`src/rtl/ptd_pkg.sv`:
```
// ptd_pkg: shared types and constants of the provider task dispatcher
// item, result, provider entry and queue slot layouts, mode/status codes
// no dependencies
`timescale 1ns / 1ps
`default_nettype none

package ptd_pkg;

	localparam int NUM_PROVIDERS = 8;
	localparam int QUEUE_SLOTS   = 2;
	localparam int IDX_W         = $clog2(NUM_PROVIDERS);
	localparam int SLOT_AW       = IDX_W + $clog2(QUEUE_SLOTS);
	localparam int CFG_W         = 4;

	localparam logic [1:0] MODE_LOAD     = 2'd0;
	localparam logic [1:0] MODE_SUBMIT   = 2'd1;
	localparam logic [1:0] MODE_COMPLETE = 2'd2;

	localparam logic [1:0] PREF_CHEAP     = 2'd0;
	localparam logic [1:0] PREF_FAST      = 2'd1;
	localparam logic [1:0] PREF_FIRST_IDLE = 2'd2;

	localparam logic [2:0] ST_ASSIGNED  = 3'd0;
	localparam logic [2:0] ST_REJECTED  = 3'd1;
	localparam logic [2:0] ST_COMPLETED = 3'd2;
	localparam logic [2:0] ST_EMPTY     = 3'd3;
	localparam logic [2:0] ST_LOADED    = 3'd4;

	localparam logic [1:0] FILL_EMPTY = 2'd0;
	localparam logic [1:0] FILL_HALF  = 2'd1;
	localparam logic [1:0] FILL_FULL  = 2'd2;

	typedef struct packed {
		logic [1:0]         mode;
		logic [2:0]         provider_index;
		logic [15:0]        price_value;
		logic [15:0]        perf_value;
		logic [1:0]         preference;
		logic signed [15:0] task_degree;
		logic [15:0]        client_tag;
	} item_t;

	typedef struct packed {
		logic [2:0]         status;
		logic [2:0]         chosen_provider;
		logic signed [15:0] done_degree;
		logic [15:0]        done_client;
		logic [1:0]         queue_fill;
	} result_t;

	typedef struct packed {
		logic [15:0] price;
		logic [15:0] perf;
		logic [1:0]  count;
		logic        head;
		logic        tail;
	} entry_t;

	localparam entry_t ENTRY_RESET = '{price: 16'd0, perf: 16'd0, count: FILL_EMPTY,
		head: 1'b0, tail: 1'b1};

	typedef struct packed {
		logic signed [15:0] degree;
		logic [15:0]        client;
	} slot_t;

	typedef struct packed {
		logic             clear;
		logic             update;
		logic [1:0]       pref;
		logic [IDX_W-1:0] index;
	} sel_ctl_t;

	typedef struct packed {
		logic             found;
		logic [IDX_W-1:0] index;
	} sel_res_t;

endpackage

`default_nettype wire

```
`src/rtl/ptd_select.sv`:
```
// ptd_select: running provider selection over entries read one per cycle
// tracks preference best, last idle and last half-full provider
// depends on ptd_pkg
`timescale 1ns / 1ps
`default_nettype none

module ptd_select (
	input  wire logic              clk,
	input  wire logic              arst_n,
	input  wire ptd_pkg::sel_ctl_t ctl,
	input  wire ptd_pkg::entry_t   ent,
	output ptd_pkg::sel_res_t      res
);

	logic                      pref_found_q;
	logic                      idle_found_q;
	logic                      half_found_q;
	logic [ptd_pkg::IDX_W-1:0] best_idx_q;
	logic [ptd_pkg::IDX_W-1:0] idle_idx_q;
	logic [ptd_pkg::IDX_W-1:0] half_idx_q;
	logic [15:0]               best_key_q;
	logic [15:0]               key;
	logic                      better;
	logic                      has_room;
	logic                      is_first;
	logic                      take_pref;

	always_comb begin
		key      = (ctl.pref == ptd_pkg::PREF_CHEAP) ? ent.price : ent.perf;
		better   = (ctl.pref == ptd_pkg::PREF_CHEAP) ? (key < best_key_q) : (key > best_key_q);
		has_room = ent.count < ptd_pkg::FILL_FULL;
		is_first = ctl.index == '0;
		case (ctl.pref)
			ptd_pkg::PREF_CHEAP, ptd_pkg::PREF_FAST: begin
				take_pref = !is_first && better && has_room;
			end
			ptd_pkg::PREF_FIRST_IDLE: begin
				take_pref = !pref_found_q && (ent.count == ptd_pkg::FILL_EMPTY);
			end
			default: begin
				take_pref = 1'b0;
			end
		endcase
	end

	always_ff @(posedge clk or negedge arst_n) begin
		if (!arst_n) begin
			pref_found_q <= 1'b0;
			idle_found_q <= 1'b0;
			half_found_q <= 1'b0;
		end else if (ctl.clear) begin
			pref_found_q <= 1'b0;
			idle_found_q <= 1'b0;
			half_found_q <= 1'b0;
		end else if (ctl.update) begin
			if (take_pref) begin
				pref_found_q <= 1'b1;
			end
			if (ent.count == ptd_pkg::FILL_EMPTY) begin
				idle_found_q <= 1'b1;
			end
			if (ent.count == ptd_pkg::FILL_HALF) begin
				half_found_q <= 1'b1;
			end
		end
	end

	always_ff @(posedge clk) begin
		if (ctl.update) begin
			if (is_first || take_pref) begin
				best_idx_q <= ctl.index;
				best_key_q <= key;
			end
			if (ent.count == ptd_pkg::FILL_EMPTY) begin
				idle_idx_q <= ctl.index;
			end
			if (ent.count == ptd_pkg::FILL_HALF) begin
				half_idx_q <= ctl.index;
			end
		end
	end

	always_comb begin
		res.found = pref_found_q || idle_found_q || half_found_q;
		if (pref_found_q) begin
			res.index = best_idx_q;
		end else if (idle_found_q) begin
			res.index = idle_idx_q;
		end else begin
			res.index = half_idx_q;
		end
	end

endmodule

`default_nettype wire

```
`src/rtl/provider_task_dispatcher_core.sv`:
```
// provider_task_dispatcher_core: top level, provider table and queue slot memories
// sequencer for load, submit and complete items
// depends on ptd_pkg, ptd_select
//
// channel   | ports                          | handshake
// item      | start, busy, item              | taken when start and not busy
// result    | result_valid, result           | one-cycle strobe, no back-pressure
// config    | cfg_wr_en, cfg_wr_data         | written on any edge with cfg_wr_en
//
// load: result after S_LOAD; complete: S_CRD, S_CSLOT, S_CDONE unless entry empty
// submit: S_SCAN over active providers, then S_DRAIN rejects or S_PICK assigns
// one provider table read per scan cycle
// busy stays high until the result strobe is issued; mode 3 is dropped, no result
// reset clears the provider table through per-entry valid bits, no sweep
// queue slots hold no reset value
`timescale 1ns / 1ps
`default_nettype none

module provider_task_dispatcher_core (
	input  wire logic                      clk,
	input  wire logic                      arst_n,
	input  wire logic                      start,
	output logic                           busy,
	input  wire ptd_pkg::item_t            item,
	output logic                           result_valid,
	output ptd_pkg::result_t               result,
	input  wire logic                      cfg_wr_en,
	input  wire logic [ptd_pkg::CFG_W-1:0] cfg_wr_data
);

	localparam logic [2:0] S_IDLE  = 3'd0;
	localparam logic [2:0] S_LOAD  = 3'd1;
	localparam logic [2:0] S_CRD   = 3'd2;
	localparam logic [2:0] S_CSLOT = 3'd3;
	localparam logic [2:0] S_CDONE = 3'd4;
	localparam logic [2:0] S_SCAN  = 3'd5;
	localparam logic [2:0] S_DRAIN = 3'd6;
	localparam logic [2:0] S_PICK  = 3'd7;

	localparam logic [ptd_pkg::CFG_W-1:0] CFG_MAX = ptd_pkg::CFG_W'(ptd_pkg::NUM_PROVIDERS);

	logic [2:0]                state_q;
	logic [2:0]                state_d;
	logic                      decide_q;
	logic                      decide_d;
	logic [ptd_pkg::CFG_W-1:0] cfg_q;
	ptd_pkg::item_t            item_q;
	logic [ptd_pkg::IDX_W-1:0] scan_q;
	logic [ptd_pkg::IDX_W-1:0] last_idx;
	logic [ptd_pkg::IDX_W-1:0] pick_q;
	logic                      rd_vld_s1;
	logic [ptd_pkg::IDX_W-1:0] rd_idx_s1;
	logic                      accept;

	ptd_pkg::entry_t           ent_mem [ptd_pkg::NUM_PROVIDERS];
	logic [ptd_pkg::NUM_PROVIDERS-1:0] ent_vld_q;
	ptd_pkg::entry_t           ent_rd_q;
	logic                      ent_re;
	logic [ptd_pkg::IDX_W-1:0] ent_ra;
	logic                      ent_we;
	logic [ptd_pkg::IDX_W-1:0] ent_wa;
	ptd_pkg::entry_t           ent_wd;

	ptd_pkg::slot_t              slot_mem [ptd_pkg::NUM_PROVIDERS*ptd_pkg::QUEUE_SLOTS];
	ptd_pkg::slot_t              slot_rd_q;
	logic                        slot_re;
	logic [ptd_pkg::SLOT_AW-1:0] slot_ra;
	logic                        slot_we;
	logic [ptd_pkg::SLOT_AW-1:0] slot_wa;
	ptd_pkg::slot_t              slot_wd;

	logic                      emit;
	ptd_pkg::result_t          emit_data;
	ptd_pkg::sel_ctl_t         sel_ctl;
	ptd_pkg::sel_res_t         sel_res;

	assign busy   = state_q != S_IDLE;
	assign accept = start && !busy;

	always_comb begin
		if (cfg_q == '0) begin
			last_idx = '0;
		end else if (cfg_q > CFG_MAX) begin
			last_idx = ptd_pkg::IDX_W'(ptd_pkg::NUM_PROVIDERS - 1);
		end else begin
			last_idx = ptd_pkg::IDX_W'(cfg_q - 1'b1);
		end
	end

	always_comb begin
		sel_ctl.clear  = accept;
		sel_ctl.update = rd_vld_s1;
		sel_ctl.pref   = item_q.preference;
		sel_ctl.index  = rd_idx_s1;
	end

	ptd_select u_select (
		.clk    (clk),
		.arst_n (arst_n),
		.ctl    (sel_ctl),
		.ent    (ent_rd_q),
		.res    (sel_res)
	);

	always_comb begin
		state_d   = state_q;
		decide_d  = 1'b0;
		ent_re    = 1'b0;
		ent_ra    = item_q.provider_index;
		ent_we    = 1'b0;
		ent_wa    = item_q.provider_index;
		ent_wd    = ent_rd_q;
		slot_re   = 1'b0;
		slot_ra   = {item_q.provider_index, ent_rd_q.head};
		slot_we   = 1'b0;
		slot_wa   = {pick_q, ~ent_rd_q.tail};
		slot_wd   = '{degree: item_q.task_degree, client: item_q.client_tag};
		emit      = 1'b0;
		emit_data = '{status: ptd_pkg::ST_LOADED, chosen_provider: item_q.provider_index,
			done_degree: 16'sd0, done_client: 16'd0, queue_fill: ptd_pkg::FILL_EMPTY};
		case (state_q)
			S_IDLE: begin
				if (accept) begin
					case (item.mode)
						ptd_pkg::MODE_LOAD:     state_d = S_LOAD;
						ptd_pkg::MODE_COMPLETE: state_d = S_CRD;
						ptd_pkg::MODE_SUBMIT:   state_d = S_SCAN;
						default:                state_d = S_IDLE;
					endcase
				end
			end
			S_LOAD: begin
				ent_we = 1'b1;
				ent_wd = '{price: item_q.price_value, perf: item_q.perf_value,
					count: ptd_pkg::FILL_EMPTY, head: 1'b0, tail: 1'b1};
				emit    = 1'b1;
				state_d = S_IDLE;
			end
			S_CRD: begin
				ent_re  = 1'b1;
				state_d = S_CSLOT;
			end
			S_CSLOT: begin
				if (ent_rd_q.count == ptd_pkg::FILL_EMPTY) begin
					emit             = 1'b1;
					emit_data.status = ptd_pkg::ST_EMPTY;
					state_d          = S_IDLE;
				end else begin
					slot_re      = 1'b1;
					ent_we       = 1'b1;
					ent_wd.count = ent_rd_q.count - 1'b1;
					ent_wd.head  = ~ent_rd_q.head;
					state_d      = S_CDONE;
				end
			end
			S_CDONE: begin
				emit                  = 1'b1;
				emit_data.status      = ptd_pkg::ST_COMPLETED;
				emit_data.done_degree = slot_rd_q.degree;
				emit_data.done_client = slot_rd_q.client;
				emit_data.queue_fill  = ent_rd_q.count - 1'b1;
				state_d               = S_IDLE;
			end
			S_SCAN: begin
				ent_re = 1'b1;
				ent_ra = scan_q;
				if (scan_q == last_idx) begin
					state_d = S_DRAIN;
				end
			end
			S_DRAIN: begin
				if (decide_q) begin
					if (!sel_res.found) begin
						emit                          = 1'b1;
						emit_data.status              = ptd_pkg::ST_REJECTED;
						emit_data.chosen_provider     = '0;
						state_d                       = S_IDLE;
					end else begin
						ent_re  = 1'b1;
						ent_ra  = sel_res.index;
						state_d = S_PICK;
					end
				end else begin
					decide_d = 1'b1;
				end
			end
			S_PICK: begin
				ent_we                    = 1'b1;
				ent_wa                    = pick_q;
				ent_wd.count              = ent_rd_q.count + 1'b1;
				ent_wd.tail               = ~ent_rd_q.tail;
				slot_we                   = 1'b1;
				emit                      = 1'b1;
				emit_data.status          = ptd_pkg::ST_ASSIGNED;
				emit_data.chosen_provider = pick_q;
				emit_data.queue_fill      = ent_rd_q.count + 1'b1;
				state_d                   = S_IDLE;
			end
			default: begin
				state_d = S_IDLE;
			end
		endcase
	end

	always_ff @(posedge clk or negedge arst_n) begin
		if (!arst_n) begin
			state_q      <= S_IDLE;
			decide_q     <= 1'b0;
			cfg_q        <= ptd_pkg::CFG_W'(1);
			rd_vld_s1    <= 1'b0;
			result_valid <= 1'b0;
			ent_vld_q    <= '0;
		end else begin
			state_q      <= state_d;
			decide_q     <= decide_d;
			rd_vld_s1    <= (state_q == S_SCAN);
			result_valid <= emit;
			if (cfg_wr_en) begin
				cfg_q <= cfg_wr_data;
			end
			if (ent_we) begin
				ent_vld_q[ent_wa] <= 1'b1;
			end
		end
	end

	always_ff @(posedge clk) begin
		if (accept) begin
			item_q <= item;
			scan_q <= '0;
		end else if (state_q == S_SCAN) begin
			scan_q <= scan_q + 1'b1;
		end
		rd_idx_s1 <= scan_q;
		if (state_q == S_DRAIN) begin
			pick_q <= sel_res.index;
		end
		if (emit) begin
			result <= emit_data;
		end
	end

	always_ff @(posedge clk) begin
		if (ent_we) begin
			ent_mem[ent_wa] <= ent_wd;
		end
		if (ent_re) begin
			ent_rd_q <= ent_vld_q[ent_ra] ? ent_mem[ent_ra] : ptd_pkg::ENTRY_RESET;
		end
	end

	always_ff @(posedge clk) begin
		if (slot_we) begin
			slot_mem[slot_wa] <= slot_wd;
		end
		if (slot_re) begin
			slot_rd_q <= slot_mem[slot_ra];
		end
	end

`ifndef NO_ASSERTIONS
	a_result_from_busy: assert property (@(posedge clk) disable iff (!arst_n)
		result_valid |-> $past(busy))
		else $error("result strobe without an item in flight");

	a_reject_zero: assert property (@(posedge clk) disable iff (!arst_n)
		result_valid && (result.status == ptd_pkg::ST_REJECTED) |->
		(result.chosen_provider == '0) && (result.queue_fill == ptd_pkg::FILL_EMPTY))
		else $error("rejected item carries provider or fill");

	a_assign_fill: assert property (@(posedge clk) disable iff (!arst_n)
		result_valid && (result.status == ptd_pkg::ST_ASSIGNED) |->
		(result.queue_fill == ptd_pkg::FILL_HALF) || (result.queue_fill == ptd_pkg::FILL_FULL))
		else $error("assigned item with impossible queue fill");

	a_write_busy: assert property (@(posedge clk) disable iff (!arst_n)
		(ent_we || slot_we) |-> busy)
		else $error("memory write while idle");
`endif

endmodule

`default_nettype wire
```
`config.mk`:
```
export PLATFORM = sky130hd
export DESIGN_NAME = provider_task_dispatcher_core
export DESIGN_NICKNAME = d
export VERILOG_FILES = /design/src/rtl/ptd_pkg.sv /design/src/rtl/ptd_select.sv /design/src/rtl/provider_task_dispatcher_core.sv
export SDC_FILE = /design/constraint.sdc
export NUM_CORES = 1
export LEC_CHECK = 0
export BUFFER_PORTS_ARGS = -buffer_cell sky130_fd_sc_hd__buf_2
export CAP_MARGIN = 20
export CORE_ASPECT_RATIO = 0.9
export CORE_MARGIN = 3
export CORE_UTILIZATION = 55
export DETAILED_ROUTE_END_ITERATION = 6
export PLACE_DENSITY = 0.71
export SLEW_MARGIN = 20
export SYNTH_ARGS = -nofsm -noshare
export SYNTH_HDL_FRONTEND = slang
export SYNTH_HIERARCHICAL = 1
export SYNTH_SLANG_ARGS = --single-unit
```
`constraint.sdc`:
```
create_clock -name clk -period 10.33 [get_ports clk]
set_input_delay 1.033 -clock clk [delete_from_list [all_inputs] [get_ports clk]]
set_output_delay 1.033 -clock clk [all_outputs]
set_load 0.01 [all_outputs]
```
Word-level counts from Yosys, hierarchy flattened
Memories as Yosys holds them, arrays and structs flattened. A register that Yosys moved wholly into a read port is not among the register bits.
Index checks and enable logic that the tools add are counted.
- register bits: 164
- input port bits: 79
- output and inout port bits: 42
- RAM bits: 800
- logic and storage cells: 152
- memories: 2
- memories (memory ; words ; bits a word ; read ports ; clocked after memory_dff ; write ports ; line ; RTL):
    slot_mem ; 16 ; 32 ; 1 ; 1 ; 1 ; provider_task_dispatcher_core.sv:64 ; ptd_pkg::slot_t slot_mem [ptd_pkg::NUM_PROVIDERS*ptd_pkg::QUEUE_SLOTS];
    ent_mem ; 8 ; 36 ; 1 ; 1 ; 1 ; provider_task_dispatcher_core.sv:55 ; ptd_pkg::entry_t ent_mem [ptd_pkg::NUM_PROVIDERS];
- eq/ne operators: 16
- add/sub/neg operators: 4
- bitwise operators: 3
- reductions and logical operators: 34
- muxes and demuxes: 59
- order comparisons: 7
- operators with widths (operator ; number):
    $mux W3 ; 14
    $mux W32 ; 1
    $mux W1 ; 26
    $pmux W3 S6 ; 1
    $gt A16 B16 Y1 ; 1
    $lt A16 B16 Y1 ; 1
    $mux W16 ; 1
    $eq A3 B3 Y1 const B ; 4
    $mux W6 ; 2
    $pmux W3 S2 ; 2
    $pmux W3 S4 ; 1
    $reduce_and A2 Y1 ; 6
    $pmux W1 S2 ; 5
    $pmux W3 S3 ; 1
    $lt A3 B4 Y1 const B ; 2
    $or A8 B8 Y8 ; 1
    $reduce_bool A2 Y1 ; 4
    $eq A2 B1 Y1 const B ; 3
    $eq A3 B2 Y1 const B ; 2
    $logic_not A2 Y1 ; 3
    $logic_not A3 Y1 ; 2
    $ne A2 B2 Y1 const B ; 3
    $pmux W2 S3 ; 1
    $reduce_or A2 Y1 ; 3
    22 further kinds ; 33

Logic depth before layout (Yosys ltp)
- word-level depth: 10
- mapped depth: 11
- gate-level depth less buffers: 8

Hierarchy
The synthesis kept the hierarchy.
- by module, submodules not included (module ; cells each ; area an instance (um^2) ; times used):
    provider_task_dispatcher_core ; 1808 ; 38144.1 ; 1
    ptd_select ; 132 ; 1605.3 ; 1

Worst setup path after synthesis
Ideal clock, no wire load.
- path type: register to register
- start: register state_q[1]
- end: memory ent_mem[3][0] (netlist name) (enable)
- setup slack: 6101 ps
- arrival time: 3799 ps
- library setup time: 430 ps
- data required time: 9900 ps
- stages on the path, launching flop included: 8
- cell sequence: dfrtp_1 clkbuf_1 nand2_1 or3_1 inv_1 nor2_1 o21a_1 nor2_1
- cells in the longest elaborated chain, start to end: 5
- RTL lines (item ; line ; RTL):
    start, declared ; provider_task_dispatcher_core.sv:42 ; logic [2:0] state_q;
    start signal, assigned ; provider_task_dispatcher_core.sv:214 ; state_q <= state_d;
    $eq A3 B3 Y1 or $eq A3 B1 Y1 (tied branches) ; provider_task_dispatcher_core.sv:121 ; case (state_q)
    $reduce_or A2 Y1 (no line) ; n/a ;
    $pmux W1 S2 ; provider_task_dispatcher_core.sv:121 ;
    $mux W1 ; provider_task_dispatcher_core.sv:244 ; if (ent_we) begin
    $mux W1 (not written as such) ; provider_task_dispatcher_core.sv:245 ; ent_mem[ent_wa] <= ent_wd;
    end, declared ; provider_task_dispatcher_core.sv:55 ;
Parallel ways exist; a longest one is shown, timed or not.

Worst setup path in the final report
- start: register item_q[33] (netlist name)
- end: register u_select.best_key_q[7] (enable)
- cells in the longest elaborated chain, start to end: 9
- RTL lines (item ; line ; RTL):
    start, declared ; provider_task_dispatcher_core.sv:47 ; ptd_pkg::item_t item_q;
    start signal, assigned ; provider_task_dispatcher_core.sv:229 ; item_q <= item;
    $logic_not A2 Y1 * ; ptd_select.sv:29 ; key = (ctl.pref == ptd_pkg::PREF_CHEAP) ? ent.price : ent.perf;
    $mux W16 * ; ptd_select.sv:29 ;
    net u_select.key[15] ; ptd_select.sv:22 ; logic [15:0] key;
    $gt A16 B16 Y1 or $lt A16 B16 Y1 (tied branches) ; ptd_select.sv:30 ; better = (ctl.pref == ptd_pkg::PREF_CHEAP) ? (key < best_key_q) : (key > best_key_q);
    $mux W1 * ; ptd_select.sv:30 ;
    $logic_and A1 B1 Y1 * (2 in a row) ; ptd_select.sv:35 ; take_pref = !is_first && better && has_room;
    $pmux W1 S2 * ; ptd_select.sv:33 ; case (ctl.pref)
    $logic_or A1 B1 Y1 * ; ptd_select.sv:70 ; if (is_first || take_pref) begin
    $reduce_and A2 Y1 (no line) * ; n/a ;
    end signal, assigned ; ptd_select.sv:72 ; best_key_q <= key;
    end, declared ; ptd_select.sv:21 ; logic [15:0] best_key_q;
The timed path passes the listed nets; every way through them passes the cells marked *.
A chain may end at the register's enable or synchronous reset.

==> qor.csv <==
stage;metric;value;unit
clocking;post-cts-setup-buffers;0;
yosys;syn_nets;2040;
routing;viasPerCell;6.110;
timing;whs;361.6;ps
layout;drive_gt1_frac;0.2558;
layout;diodes;0;
global_routing;grt_max_degree;134;
critical_path;critical_path_class;reg2reg;
yosys;synthArstFlopShare;0.02035;
clocking;numCtsBuffers;99;
floorplan;rows;92;
routing;wire_per_inst;26.85;µm
yosys;avgSynthCellArea;20.49;µm²
placed_design;port-buffer-count;120;
global_routing;overflow;0;
timing;setup_viol;0;
layout;final_cell_mix;edfxtp_1, mux2i_1, mux4_2;
flow_run;maxCapViolations;0;
routing;firstDrtPassIters;6;
global_routing;antenna_found_initial;1;
yosys;synth_cell_type_count;65;
clocking;insertion_delay;650;ps
yosys;synth-seq-area-share;0.7755;
clocking;cts_max_level;3;
layout;multi_input_area;8591;µm²
layout;seq_area;30830;µm²
floorplan;coreArea;70790;µm²
timing;finalClockSkew;24.00;ps
yosys;netlist_instances;1940;
timing;worstMarginPinSlew;1104;ps
yosys;ys.flop_type;edfxtp_1;
layout;fin_nets;2213;
critical_path;critPathLaunchType;flip-flop;
clocking;cts.sinks;1032;
timing;setup_tns;0;ps
placed_design;hpwl;43050;µm
global_routing;grt_pass1_wl;123400;µm
routing;drtIter0Drc;1670;
placed_design;gp_congestion;0.7888;
global_routing;grt_use_total;0.2248;
clocking;cts_hold_buf;0;
clocking;root_buffer;clkbuf_16;
yosys;synth_edf_count;1005;
timing;rsz0062_at_grt;false;
min_path;hold_path.class;in2async;
timing;min_period;4089;ps
layout;fill_cells;4721;
routing;drt_wl_total;84020;µm
layout;synthToLayoutAreaGrowth;12.85;%
floorplan;die_w;289.4;µm
layout;layout.cells.non_filler;3129;
critical_path;critPathMaxFanout;16;
power;powerDensity;257.3;nW/µm²
routing;ant_nets;0;
timing;hold_viol;0;
clocking;cts_buffer_depth;3;
global_routing;grt_pass1_vias;19390;
clocking;clk_pin_slew;60;ps
timing;slew_violations;0;
clocking;cts_tree;done;
routing;drc;0;
power;ir_drop;0.1593;mV
layout;final_common_cell;edfxtp_1;
power;leakage;0.01515;µW
timing;max_slew_margin;0.2641;
critical_path;worstPathArrival;4420;ps
placed_design;placedCellCount;2950;
critical_path;cp-end-kind;flip-flop;
yosys;synth-seq-cells;1032;
clocking;cts_resized;0;
timing;fmax;244.5;MHz
floorplan;dieArea;75540;µm²
floorplan;die_y;261.0;µm
yosys;ys_warn_count;6;
timing;final.period_utilization;0.3959;
outcome;status;finished, final reports clean;
floorplan;num_io_pins;121;
floorplan;initial_core_util;0.5615;
critical_path;crit_required;10660;ps
yosys;netlist_area;39750;µm²
routing;routed-via-count;19120;
==> synthesized netlist by cell type, types with 5 or more instances <==
master | instances | area, µm²
a21oi_1 | 16 | 80.08
a31oi_1 | 5 | 31.28
a32o_1 | 34 | 340.3
and3_1 | 33 | 206.5
buf_1 | 18 | 67.56
buf_2 | 18 | 90.09
buf_6 | 5 | 56.30
clkbuf_1 | 51 | 191.4
dfrtp_1 | 20 | 500.5
dfxtp_1 | 6 | 120.1
edfxtp_1 | 1005 | 30180
ha_1 | 21 | 262.8
inv_1 | 35 | 131.4
mux2_2 | 49 | 551.8
mux2i_1 | 183 | 1832
mux4_2 | 162 | 3649
nand2_1 | 109 | 409.1
nand2b_1 | 11 | 68.82
nand3_1 | 6 | 30.03
nor2_1 | 46 | 172.7
nor2b_1 | 5 | 31.28
nor3_1 | 7 | 35.03
o21ai_0 | 20 | 100.1
or2_2 | 8 | 50.05
or3_1 | 6 | 37.54
==> worst max-delay path, cell delays in order (launching register included) <==
cell and delay (ps):
edfxtp_1 430, nor2_1 130, buf_4 290, mux2_2 420, ha_1 300, nand4_1 220, a2111oi_1 990, o31ai_1 250
a31oi_2 380, buf_4 330
==> worst paths after layout <==
kind                            start  cells past startpoint                endpoint  slack [ps]
hold reg to reg             scan_q[2]                      0            rd_idx_s1[2]         400
setup reg to reg           item_q[33]                      9  u_select/best_key_q[7]        6240
hold / removal                 arst_n                      1                decide_q         360
min in group clk            scan_q[2]                      0            rd_idx_s1[2]         400
setup / recovery           item_q[33]                      9  u_select/best_key_q[7]        6240
max in group asynchronous      arst_n                      1              state_q[2]        9590
==> metrics by stage <==
step	setup WS (ps)	util	total power [µW]	area [µm²]
5_1_grt	6017	0.6336	11990	44860
6_report	6241	0.6336	11540	44860
2_1_floorplan	6101	-	7320	39750
3_5_place_dp	6227	0.5888	8133	41680
3_3_place_gp	6346	0.5888	8044	41680
4_1_cts	6178	0.6328	11620	44800
==> report_power, final <==
| part | leakage [µW] | internal, µW | switching [µW] | total, µW |
|---|---|---|---|---|
| combinational | 0.00421 | 974 | 1410 | 2390 |
| sequential | 0.00942 | 5390 | 275 | 5660 |
| clock | 0.00152 | 2020 | 1470 | 3490 |
==> layer usage <==
metal	up-vias	wire, µm	GRT usage
li1	8226	-	-
met1	10030	33500	0.3036
met2	709	42990	0.3812
met3	156	5345	0.03925
met4	0	2182	0.06439
met5	-	0	0
==> flip-flops by register name, indices dropped and copies added, names as in the netlist <==
name and count:
cfg_q 4, result_valid 1, slot_mem 512, rd_idx_s1 3, u_select/best_idx_q 3, u_select/half_found_q 1, result 40, item_q 69
ent_vld_q 8, u_select/best_key_q 16, state_q 3, u_select/idle_found_q 1, slot_rd_q 32, u_select/pref_found_q 1, ent_mem 288, decide_q 1
scan_q 3, ent_rd_q 36, pick_q 3, u_select/half_idx_q 3, rd_vld_s1 1, u_select/idle_idx_q 3
==> layout make-up <==
| type | instances | share of cell area |
|---|---|---|
| multi-input cells | 778 | 0.1915 |
| repair buffers | 165 | 0.02245 |
| well taps | 940 | 0.02622 |
| inverters | 37 | 0.003096 |
| clock inverters | 55 | 0.01185 |
| flip-flops and latches | 1032 | 0.6872 |
| clock buffers | 122 | 0.05763 |
==> kinds of logic (layout without fill, tap and decap cells) <==
kind of cell | after synthesis | count (layout) | share of synthesized area
muxes | 395 | 395 | 0.1521
DFF | 1032 | 1032 | 0.7755
buffers and inverters | 130 | 379 | 0.01388
and+or+nand+nor | 248 | 248 | 0.02931
AOI/OAI and AO/OA | 110 | 110 | 0.02166
xor gates and xnor gates | 3 | 3 | 0.0006611
adders and majority gates | 22 | 22 | 0.006862
No activity file was read; power rests on OpenSTA's default activity.
